===== src/hdl/rau_pkg.sv =====
`default_nettype none

package rau_pkg;

    typedef enum logic [1:0] {
        OP_ADD = 2'd0,
        OP_SUB = 2'd1,
        OP_MUL = 2'd2,
        OP_DIV = 2'd3
    } t_op;

    // Classification of one item, produced by the front and consumed by the back.
    typedef struct packed {
        t_op  op;
        logic err;
        logic an_neg;
        logic ad_neg;
        logic bn_neg;
        logic bd_neg;
    } t_cls;

    localparam int RES_NUM_W = 33;
    localparam int RES_DEN_W = 32;
    localparam int Q_DEPTH   = 2;

endpackage

`default_nettype wire


===== src/hdl/rau_front.sv =====
`default_nettype none

module rau_front #(
    parameter int OPERAND_WIDTH = 16
) (
    input  logic [1:0]                       i_operation,
    input  logic signed [OPERAND_WIDTH-1:0]  i_left_numerator,
    input  logic signed [OPERAND_WIDTH-1:0]  i_left_denominator,
    input  logic signed [OPERAND_WIDTH-1:0]  i_right_numerator,
    input  logic signed [OPERAND_WIDTH-1:0]  i_right_denominator,
    output rau_pkg::t_cls                    o_cls,
    output logic [4*OPERAND_WIDTH-1:0]       o_mags
);
    import rau_pkg::*;

    localparam int W = OPERAND_WIDTH;

    function automatic logic [W-1:0] f_mag(input logic [W-1:0] v);
        f_mag = v[W-1] ? W'(~v + W'(1)) : v;
    endfunction

    t_op            op;
    logic [W-1:0]   an_mag;
    logic [W-1:0]   ad_mag;
    logic [W-1:0]   bn_mag;
    logic [W-1:0]   bd_mag;

    always_comb begin
        op     = t_op'(i_operation);
        an_mag = f_mag(i_left_numerator);
        ad_mag = f_mag(i_left_denominator);
        bn_mag = f_mag(i_right_numerator);
        bd_mag = f_mag(i_right_denominator);

        o_cls.op     = op;
        o_cls.err    = (i_left_denominator == '0) || (i_right_denominator == '0) ||
                       ((op == OP_DIV) && (i_right_numerator == '0));
        o_cls.an_neg = i_left_numerator[W-1];
        o_cls.ad_neg = i_left_denominator[W-1];
        o_cls.bd_neg = i_right_denominator[W-1];
        // Subtraction is carried out as addition of the negated right operand.
        if (op == OP_SUB) begin
            o_cls.bn_neg = !i_right_numerator[W-1] && (i_right_numerator != '0);
        end else begin
            o_cls.bn_neg = i_right_numerator[W-1];
        end

        o_mags = {an_mag, ad_mag, bn_mag, bd_mag};
    end

endmodule

`default_nettype wire


===== src/hdl/rau_fifo.sv =====
`default_nettype none

module rau_fifo #(
    parameter int DATA_WIDTH = 8,
    parameter int DEPTH      = 2
) (
    input  logic                  i_clk,
    input  logic                  i_rst_n,
    input  logic                  i_push,
    input  logic [DATA_WIDTH-1:0] i_data,
    input  logic                  i_pop,
    output logic [DATA_WIDTH-1:0] o_data,
    output logic                  o_empty,
    output logic                  o_full
);
    localparam int AW = (DEPTH > 1) ? $clog2(DEPTH) : 1;
    localparam int CW = $clog2(DEPTH + 1);

    logic [DATA_WIDTH-1:0] r_mem [DEPTH];
    logic [AW-1:0]         r_wr_ptr;
    logic [AW-1:0]         r_rd_ptr;
    logic [CW-1:0]         r_count;

    function automatic logic [AW-1:0] f_next(input logic [AW-1:0] p);
        f_next = (p == AW'(DEPTH - 1)) ? '0 : AW'(p + AW'(1));
    endfunction

    always_ff @(posedge i_clk) begin
        if (!i_rst_n) begin
            r_wr_ptr <= '0;
            r_rd_ptr <= '0;
            r_count  <= '0;
        end else begin
            if (i_push) begin
                r_wr_ptr <= f_next(r_wr_ptr);
            end
            if (i_pop) begin
                r_rd_ptr <= f_next(r_rd_ptr);
            end
            if (i_push && !i_pop) begin
                r_count <= r_count + CW'(1);
            end else if (i_pop && !i_push) begin
                r_count <= r_count - CW'(1);
            end
        end
    end

    always_ff @(posedge i_clk) begin
        if (i_push) begin
            r_mem[r_wr_ptr] <= i_data;
        end
    end

    assign o_data  = r_mem[r_rd_ptr];
    assign o_empty = (r_count == '0);
    assign o_full  = (r_count == CW'(DEPTH));

endmodule

`default_nettype wire


===== src/hdl/rau_back.sv =====
`default_nettype none

module rau_back #(
    parameter int OPERAND_WIDTH = 16
) (
    input  logic                                  i_clk,
    input  logic                                  i_rst_n,
    input  logic                                  i_empty,
    input  rau_pkg::t_cls                         i_cls,
    input  logic [4*OPERAND_WIDTH-1:0]            i_mags,
    output logic                                  o_pop,
    output logic                                  o_valid,
    output logic signed [rau_pkg::RES_NUM_W-1:0]  o_result_numerator,
    output logic [rau_pkg::RES_DEN_W-1:0]         o_result_denominator,
    output logic                                  o_error
);
    import rau_pkg::*;

    localparam int W   = OPERAND_WIDTH;
    localparam int MW  = 2 * W;
    localparam int CW  = $clog2(MW);
    localparam int XW  = (MW + 1 > RES_NUM_W) ? MW + 1 : RES_NUM_W;
    localparam int DXW = (MW > RES_DEN_W) ? MW : RES_DEN_W;

    typedef enum logic [7:0] {
        S_IDLE = 8'b0000_0001,
        S_MUL0 = 8'b0000_0010,
        S_MUL1 = 8'b0000_0100,
        S_MUL2 = 8'b0000_1000,
        S_SUM  = 8'b0001_0000,
        S_GCD  = 8'b0010_0000,
        S_DIV  = 8'b0100_0000,
        S_DONE = 8'b1000_0000
    } t_state;

    t_state                 r_state;
    t_state                 n_state;
    t_cls                   r_cls;
    logic [W-1:0]           r_an;
    logic [W-1:0]           r_ad;
    logic [W-1:0]           r_bn;
    logic [W-1:0]           r_bd;
    logic [MW-1:0]          r_p0;
    logic [MW-1:0]          r_p1;
    logic [MW-1:0]          r_p2;
    logic [MW-1:0]          r_num;
    logic [MW-1:0]          r_den;
    logic [MW-1:0]          r_u;
    logic [MW-1:0]          r_v;
    logic [CW-1:0]          r_k;
    logic [MW-1:0]          r_g;
    logic [MW-1:0]          r_rn;
    logic [MW-1:0]          r_rd;
    logic [CW-1:0]          r_cnt;
    logic                   r_neg;
    logic                   r_valid;
    logic [RES_NUM_W-1:0]   r_onum;
    logic [RES_DEN_W-1:0]   r_oden;
    logic                   r_oerr;

    logic [W-1:0]           mul_a;
    logic [W-1:0]           mul_b;
    logic [MW-1:0]          prod;
    logic                   add_op;
    logic                   s0;
    logic                   s1;
    logic [MW-1:0]          sum_mag;
    logic                   sum_neg;
    logic [MW-1:0]          den_mag;
    logic                   den_neg;
    logic [MW:0]            u_minus_v;
    logic [MW:0]            v_minus_u;
    logic [MW-1:0]          gcd_u;
    logic [MW-1:0]          gcd_v;
    logic [CW-1:0]          gcd_k;
    logic [MW:0]            rn_sh;
    logic [MW:0]            rn_diff;
    logic [MW:0]            rd_sh;
    logic [MW:0]            rd_diff;
    logic                   qn;
    logic                   qd;
    logic signed [MW:0]     nf_s;
    logic signed [XW-1:0]   nf_x;
    logic [DXW-1:0]         den_x;
    logic                   fin;
    logic [RES_NUM_W-1:0]   fin_num;
    logic [RES_DEN_W-1:0]   fin_den;
    logic                   fin_err;

    assign o_pop  = (r_state == S_IDLE) && !i_empty;
    assign add_op = (r_cls.op == OP_ADD) || (r_cls.op == OP_SUB);

    // One shared multiplier, fed a different operand pair in each multiply state.
    always_comb begin
        mul_a = r_an;
        mul_b = r_bd;
        case (r_state)
            S_MUL0: begin
                mul_a = r_an;
                mul_b = (r_cls.op == OP_MUL) ? r_bn : r_bd;
            end
            S_MUL1: begin
                mul_a = r_ad;
                mul_b = (r_cls.op == OP_MUL) ? r_bd : r_bn;
            end
            S_MUL2: begin
                mul_a = r_ad;
                mul_b = r_bd;
            end
            default: begin
                mul_a = r_an;
                mul_b = r_bd;
            end
        endcase
    end

    assign prod = MW'(mul_a) * MW'(mul_b);

    // Signed combination of the products into numerator and denominator.
    always_comb begin
        s0 = r_cls.an_neg ^ ((r_cls.op == OP_MUL) ? r_cls.bn_neg : r_cls.bd_neg);
        s1 = r_cls.bn_neg ^ r_cls.ad_neg;
        if (add_op) begin
            if (s0 == s1) begin
                sum_mag = r_p0 + r_p1;
                sum_neg = s0;
            end else if (r_p0 >= r_p1) begin
                sum_mag = r_p0 - r_p1;
                sum_neg = s0;
            end else begin
                sum_mag = r_p1 - r_p0;
                sum_neg = s1;
            end
            den_mag = r_p2;
            den_neg = r_cls.ad_neg ^ r_cls.bd_neg;
        end else begin
            sum_mag = r_p0;
            sum_neg = s0;
            den_mag = r_p1;
            den_neg = r_cls.ad_neg ^ ((r_cls.op == OP_DIV) ? r_cls.bn_neg : r_cls.bd_neg);
        end
    end

    // One binary GCD step per cycle. The common power of two is counted in k.
    always_comb begin
        u_minus_v = {1'b0, r_u} - {1'b0, r_v};
        v_minus_u = {1'b0, r_v} - {1'b0, r_u};
        gcd_u     = r_u;
        gcd_v     = r_v;
        gcd_k     = r_k;
        if (!r_u[0] && !r_v[0]) begin
            gcd_u = r_u >> 1;
            gcd_v = r_v >> 1;
            gcd_k = r_k + CW'(1);
        end else if (!r_u[0]) begin
            gcd_u = r_u >> 1;
        end else if (!r_v[0]) begin
            gcd_v = r_v >> 1;
        end else if (r_u > r_v) begin
            gcd_u = {1'b0, u_minus_v[MW-1:1]};
        end else begin
            gcd_v = {1'b0, v_minus_u[MW-1:1]};
        end
    end

    // Restoring division of numerator and denominator by the GCD, one bit each.
    always_comb begin
        rn_sh   = {r_rn, r_num[MW-1]};
        rn_diff = rn_sh - {1'b0, r_g};
        qn      = !rn_diff[MW];
        rd_sh   = {r_rd, r_den[MW-1]};
        rd_diff = rd_sh - {1'b0, r_g};
        qd      = !rd_diff[MW];
    end

    assign nf_s  = r_neg ? -$signed({1'b0, r_num}) : $signed({1'b0, r_num});
    assign nf_x  = XW'(nf_s);
    assign den_x = DXW'(r_den);

    always_comb begin
        fin     = 1'b0;
        fin_num = '0;
        fin_den = RES_DEN_W'(1);
        fin_err = 1'b0;
        case (r_state)
            S_IDLE: begin
                if (o_pop && i_cls.err) begin
                    fin     = 1'b1;
                    fin_err = 1'b1;
                end
            end
            S_SUM: begin
                if (sum_mag == '0) begin
                    fin = 1'b1;
                end
            end
            S_DONE: begin
                fin     = 1'b1;
                fin_num = nf_x[RES_NUM_W-1:0];
                fin_den = den_x[RES_DEN_W-1:0];
            end
            default: begin
                fin = 1'b0;
            end
        endcase
    end

    always_comb begin
        n_state = r_state;
        case (r_state)
            S_IDLE: begin
                if (o_pop && !i_cls.err) begin
                    n_state = S_MUL0;
                end
            end
            S_MUL0: n_state = S_MUL1;
            S_MUL1: n_state = add_op ? S_MUL2 : S_SUM;
            S_MUL2: n_state = S_SUM;
            S_SUM:  n_state = (sum_mag == '0) ? S_IDLE : S_GCD;
            S_GCD: begin
                if (r_v == '0) begin
                    n_state = S_DIV;
                end
            end
            S_DIV: begin
                if (r_cnt == CW'(MW - 1)) begin
                    n_state = S_DONE;
                end
            end
            S_DONE: n_state = S_IDLE;
            default: n_state = S_IDLE;
        endcase
    end

    always_ff @(posedge i_clk) begin
        if (!i_rst_n) begin
            r_state <= S_IDLE;
            r_valid <= 1'b0;
        end else begin
            r_state <= n_state;
            r_valid <= fin;
        end
    end

    always_ff @(posedge i_clk) begin
        case (r_state)
            S_IDLE: begin
                if (o_pop) begin
                    r_cls                    <= i_cls;
                    {r_an, r_ad, r_bn, r_bd} <= i_mags;
                end
            end
            S_MUL0: r_p0 <= prod;
            S_MUL1: r_p1 <= prod;
            S_MUL2: r_p2 <= prod;
            S_SUM: begin
                r_num <= sum_mag;
                r_den <= den_mag;
                r_u   <= sum_mag;
                r_v   <= den_mag;
                r_k   <= '0;
                r_neg <= sum_neg ^ den_neg;
            end
            S_GCD: begin
                if (r_v == '0) begin
                    r_g   <= MW'(r_u << r_k);
                    r_rn  <= '0;
                    r_rd  <= '0;
                    r_cnt <= '0;
                end else begin
                    r_u <= gcd_u;
                    r_v <= gcd_v;
                    r_k <= gcd_k;
                end
            end
            S_DIV: begin
                r_num <= {r_num[MW-2:0], qn};
                r_den <= {r_den[MW-2:0], qd};
                r_rn  <= qn ? rn_diff[MW-1:0] : rn_sh[MW-1:0];
                r_rd  <= qd ? rd_diff[MW-1:0] : rd_sh[MW-1:0];
                r_cnt <= r_cnt + CW'(1);
            end
            default: begin
            end
        endcase
        if (fin) begin
            r_onum <= fin_num;
            r_oden <= fin_den;
            r_oerr <= fin_err;
        end
    end

    assign o_valid              = r_valid;
    assign o_result_numerator   = r_onum;
    assign o_result_denominator = r_oden;
    assign o_error              = r_oerr;

endmodule

`default_nettype wire


===== src/hdl/rational_arithmetic_unit.sv =====
// Error items are reported from the idle state without entering the multiply/GCD/divide steps.
// The single back-end GCD/divide sequencer works on one item at a time and pops the next only when idle.
// A two-entry queue sits in front of it; busy is high while that queue is full.
// o_valid pulses for one cycle per result; the receiver cannot stall.
// i_rst_n is synchronous and active low; it empties the queue and idles the sequencer.
`default_nettype none

module rational_arithmetic_unit #(
    parameter int OPERAND_WIDTH = 16
) (
    input  logic                                  i_clk,
    input  logic                                  i_rst_n,
    input  logic                                  start,
    output logic                                  busy,
    input  logic [1:0]                            i_operation,
    input  logic signed [OPERAND_WIDTH-1:0]       i_left_numerator,
    input  logic signed [OPERAND_WIDTH-1:0]       i_left_denominator,
    input  logic signed [OPERAND_WIDTH-1:0]       i_right_numerator,
    input  logic signed [OPERAND_WIDTH-1:0]       i_right_denominator,
    output logic                                  o_valid,
    output logic signed [rau_pkg::RES_NUM_W-1:0]  o_result_numerator,
    output logic [rau_pkg::RES_DEN_W-1:0]         o_result_denominator,
    output logic                                  o_error
);
    import rau_pkg::*;

    localparam int W  = OPERAND_WIDTH;
    localparam int CB = $bits(t_cls);
    localparam int DW = CB + 4 * W;

    t_cls           in_cls;
    logic [4*W-1:0] in_mags;
    logic [DW-1:0]  head;
    t_cls           head_cls;
    logic [4*W-1:0] head_mags;
    logic           push;
    logic           pop;
    logic           empty;
    logic           full;

    rau_front #(
        .OPERAND_WIDTH(W)
    ) u_front (
        .i_operation        (i_operation),
        .i_left_numerator   (i_left_numerator),
        .i_left_denominator (i_left_denominator),
        .i_right_numerator  (i_right_numerator),
        .i_right_denominator(i_right_denominator),
        .o_cls              (in_cls),
        .o_mags             (in_mags)
    );

    assign push = start && !busy;

    rau_fifo #(
        .DATA_WIDTH(DW),
        .DEPTH     (Q_DEPTH)
    ) u_fifo (
        .i_clk  (i_clk),
        .i_rst_n(i_rst_n),
        .i_push (push),
        .i_data ({in_cls, in_mags}),
        .i_pop  (pop),
        .o_data (head),
        .o_empty(empty),
        .o_full (full)
    );

    assign busy      = full;
    assign head_cls  = t_cls'(head[DW-1 -: CB]);
    assign head_mags = head[4*W-1:0];

    rau_back #(
        .OPERAND_WIDTH(W)
    ) u_back (
        .i_clk               (i_clk),
        .i_rst_n             (i_rst_n),
        .i_empty             (empty),
        .i_cls               (head_cls),
        .i_mags              (head_mags),
        .o_pop               (pop),
        .o_valid             (o_valid),
        .o_result_numerator  (o_result_numerator),
        .o_result_denominator(o_result_denominator),
        .o_error             (o_error)
    );

endmodule

`default_nettype wire


===== config.mk =====
export PLATFORM = sky130hd
export DESIGN_NAME = rational_arithmetic_unit
export DESIGN_NICKNAME = d
export VERILOG_FILES = /design/src/hdl/rau_pkg.sv /design/src/hdl/rau_front.sv /design/src/hdl/rau_fifo.sv /design/src/hdl/rau_back.sv /design/src/hdl/rational_arithmetic_unit.sv
export SDC_FILE = /design/constraint.sdc
export NUM_CORES = 2
export LEC_CHECK = 0
export BUFFER_PORTS_ARGS = -buffer_cell sky130_fd_sc_hd__buf_2
export CELL_PAD_IN_SITES_DETAIL_PLACEMENT = 1
export CELL_PAD_IN_SITES_GLOBAL_PLACEMENT = 1
export CORE_UTILIZATION = 40
export CTS_CLUSTER_DIAMETER = 80
export DETAILED_ROUTE_END_ITERATION = 10
export PLACE_DENSITY = 0.64
export SYNTH_ARGS = -nofsm -noshare
export SYNTH_HDL_FRONTEND = slang
export SYNTH_SLANG_ARGS = --single-unit

===== constraint.sdc =====
create_clock -name i_clk -period 16.22 [get_ports i_clk]
set_clock_uncertainty 0.1 [all_clocks]
set_input_delay 2.433 -clock i_clk [delete_from_list [all_inputs] [get_ports i_clk]]
set_output_delay 2.433 -clock i_clk [all_outputs]
set_load 0.01 [all_outputs]

==> impl_metrics.tcl <==
set metrics [dict create \
    status "finished clean" \
    synth-edff-count 609 \
    die_h_um 349 \
    cp.required_ps 16500 \
    place.port_buffers 136 \
    r2r_cells 32 \
    final_layout_size_suffix_gt1_share_pct 10.4 \
    critPathMaxFanout 33 \
    final_common_cell "edfxtp_1" \
    r2r_slack_ps 7180 \
    syn2layout_area_growth_pct 10.6 \
    grt_max_degree 96 \
    htree_levels 3 \
    fillers 13500 \
    coreArea_mm2 0.120 \
    cts_root_buf "clkbuf_16" \
    gp_congestion 0.940 \
    final_hold_viol_count 0 \
    pre_cts_slack_ps 7190 \
    hold_path_end "u_fifo.r_count[1]" \
    ant_nets 0 \
    antenna_found_initial 5 \
    synth_cells 4897 \
    die-area_mm2 0.122 \
    drc 0 \
    vias 37700 \
    wire_per_inst_um 24.4 \
    finalCriticalPeriod_ps 9040 \
    postSynthNetCount 5502 \
    dr.pass1.iters 7 \
    layout_common_cells "609 x edfxtp_1, 582 x nor2_1, 462 x inv_1" \
    period_share_pct 55.7 \
    hold_class "reg2reg" \
    fmax_mhz 111 \
    clk_latency_ps 680 \
    hold_depth 2 \
    startpoint_type "register" \
    start_util_pct 40.3 \
    cts_sinks 623 \
    grt_pass1_vias 38700 \
    yosysUniqueCellTypes 98 \
    grt.overflow.total 0 \
    critPathSlowestCell "mux2i_1" \
    worstSetupPathType "reg2reg" \
    clk_path_buf_depth 3 \
    slowest_delay_ps 830 \
    r2r-start "u_back.r_state[7]" \
    setup_slack_ps 7180 \
    synth-main-ff-cell "edfxtp_1" \
    rows 127 \
    hp-start "u_fifo.r_count[1]" \
    synth_async_sr_flop_share_pct 0 \
    nNetsFinal 5573 \
    drt_iter0_drc 2652 \
    place_hpwl_mm 126 \
    startpoint "u_back.r_state[7]" \
    ys_seq_area_share_pct 38.5 \
    ys_ff_latch 623 \
    vias_per_cell 5.67 \
    syn_avg_cell_area_um2 9.86 \
    setup_violations 0 \
    cp-end-kind "register" \
    die_x_um 349 \
    grt_pass1_wl_mm 244 \
    tightestPinTransition_ps 1300 \
    io_pins 137 \
    relSlewSlack_pct 12.3 \
    grt_usage_pct 26.4 \
    drt_wl_total_mm 162 \
    fin_setup_tns_ps 0 \
    drv_cap 0 \
    arrival_ps 9320 \
    reg2reg_to "u_back.r_p0[31]" \
    cts_setup_buffers 0 \
    yosys_warnings 0 \
    clkTransAtPathRegs_ps 60 \
    cts_resized 0 \
    rsz0062_at_grt "no" \
    hold_buffers 0 \
    cts_made_buffers 79 \
    syn_area_mm2 0.0483 \
    crit_top_cell "fa_1" \
    report.final.slew_viol_count 0 \
    cts_tree "built" \
]
==> stage by stage <==
| step | hold WS [ps] | instances | util (%) | cell area, µm² |
|---|---|---|---|---|
| finish | 430 | 6647 | 44.6 | 53400 |
| global route | 453 | 6645 | 44.6 | 53400 |
| CTS | 429 | 6645 | 44.6 | 53400 |
| detailed placement | 420 | 6499 | 42.4 | 50800 |
| global placement | 399 | 6499 | 42.4 | 50800 |
| floorplan | 378 | 4897 | - | 48300 |
==> state kept, by name, summed over array words and instances (netlist names), 2 cells and up, named ones only <==
register                     count
u_fifo.r_mem                   142
u_back.o_result_numerator       33
u_back.r_v                      32
u_back.r_p0                     32
u_back.r_bd                     16
u_fifo.r_count                   2
u_back.r_p2                     32
u_back.r_k                       5
u_back.r_state                   8
u_back.r_num                    32
u_back.r_p1                     32
u_back.r_rd                     32
u_back.r_rn                     32
u_back.r_cls                     6
u_back.r_ad                     16
u_back.r_an                     16
u_back.r_g                      32
u_back.r_bn                     16
u_back.den_x                    32
u_back.r_cnt                     5
u_back.r_u                      32
u_back.o_result_denominator     32
==> metal layers <==
layer | share of wire (%) | global-route usage (%) | routed length [µm] | vias up
li1 | - | - | - | 17400
met1 | 45 | 36.3 | 73600 | 19000
met2 | 46 | 42.5 | 74100 | 1012
met3 | 5.2 | 3.25 | 8470 | 237
met4 | 3.9 | 9.95 | 6340 | 0
met5 | 0 | 0 | 0 | -
==> area by class of cell <==
cell class                      count  area, µm²  share of cell area (%)
Antenna cell                        2       5.00                 0.00937
Clock buffer                       92       2050                    3.83
Clock inverter                     54        553                    1.04
Inverter                          469       1760                    3.30
Multi-Input combinational cell   3597      27300                    51.1
Sequential cell                   623      18600                    34.8
Tap cell                         1612       2020                    3.78
Timing Repair Buffer              198       1160                    2.17
==> how the worst max path moves through the flow <==
stage	endpoint	slack [ps]	cells past startpoint
4_1_cts	u_back.r_p0[31]	7160	30
6_report	u_back.r_p0[31]	7180	32
3_3_place_gp	u_back.r_p0[31]	7430	30
3_5_place_dp	u_back.r_p0[31]	7190	30
5_1_grt	u_back.r_p1[31]	6630	32
2_1_floorplan	u_back.r_p0[31]	7870	31
==> kinds of logic (layout without fill, tap and decap cells) <==
family,Yosys count,count (layout),synth area share (%)
DFF,623,623,38.5
xor gates and xnor gates,252,252,4.59
AOI/OAI and AO/OA,1006,1006,13.7
adders and majority gates,536,536,17.0
and+or+nand+nor,1504,1504,14.2
muxes,299,299,6.73
other,0,2,0
buffers and inverters,677,813,5.38
==> synthesized netlist by cell type (all sizes together), types with 54 or more instances <==
cell	number	area share (%)
a211oi	55	0.87
a21o	81	1.3
a21oi	309	3.2
clkbuf	158	1.2
edfxtp	609	38
fa	201	8.3
ha	335	8.7
inv	469	3.6
mux2	125	2.9
mux2i	166	3.4
nand2	402	3.1
nand2b	61	0.79
nand3	68	0.70
nor2	583	4.5
nor2b	54	0.70
nor3	84	0.87
o21ai	195	2.1
xnor2	177	3.2
xor2	75	1.4
==> worst max-delay path: cells and delay by family, from the launching register on <==
| family | cells | cell delay [ps] |
|---|---|---|
| muxes | 1 | 830 |
| DFF | 1 | 340 |
| and+or+nand+nor | 8 | 1370 |
| buffers and inverters | 5 | 620 |
| AOI/OAI and AO/OA | 10 | 2080 |
| xor gates and xnor gates | 1 | 120 |
| adders and majority gates | 7 | 3300 |
Power is left out: the tool's default activity adds up to more than one toggle a clock period on the data nets, which glitch-free logic cannot reach.
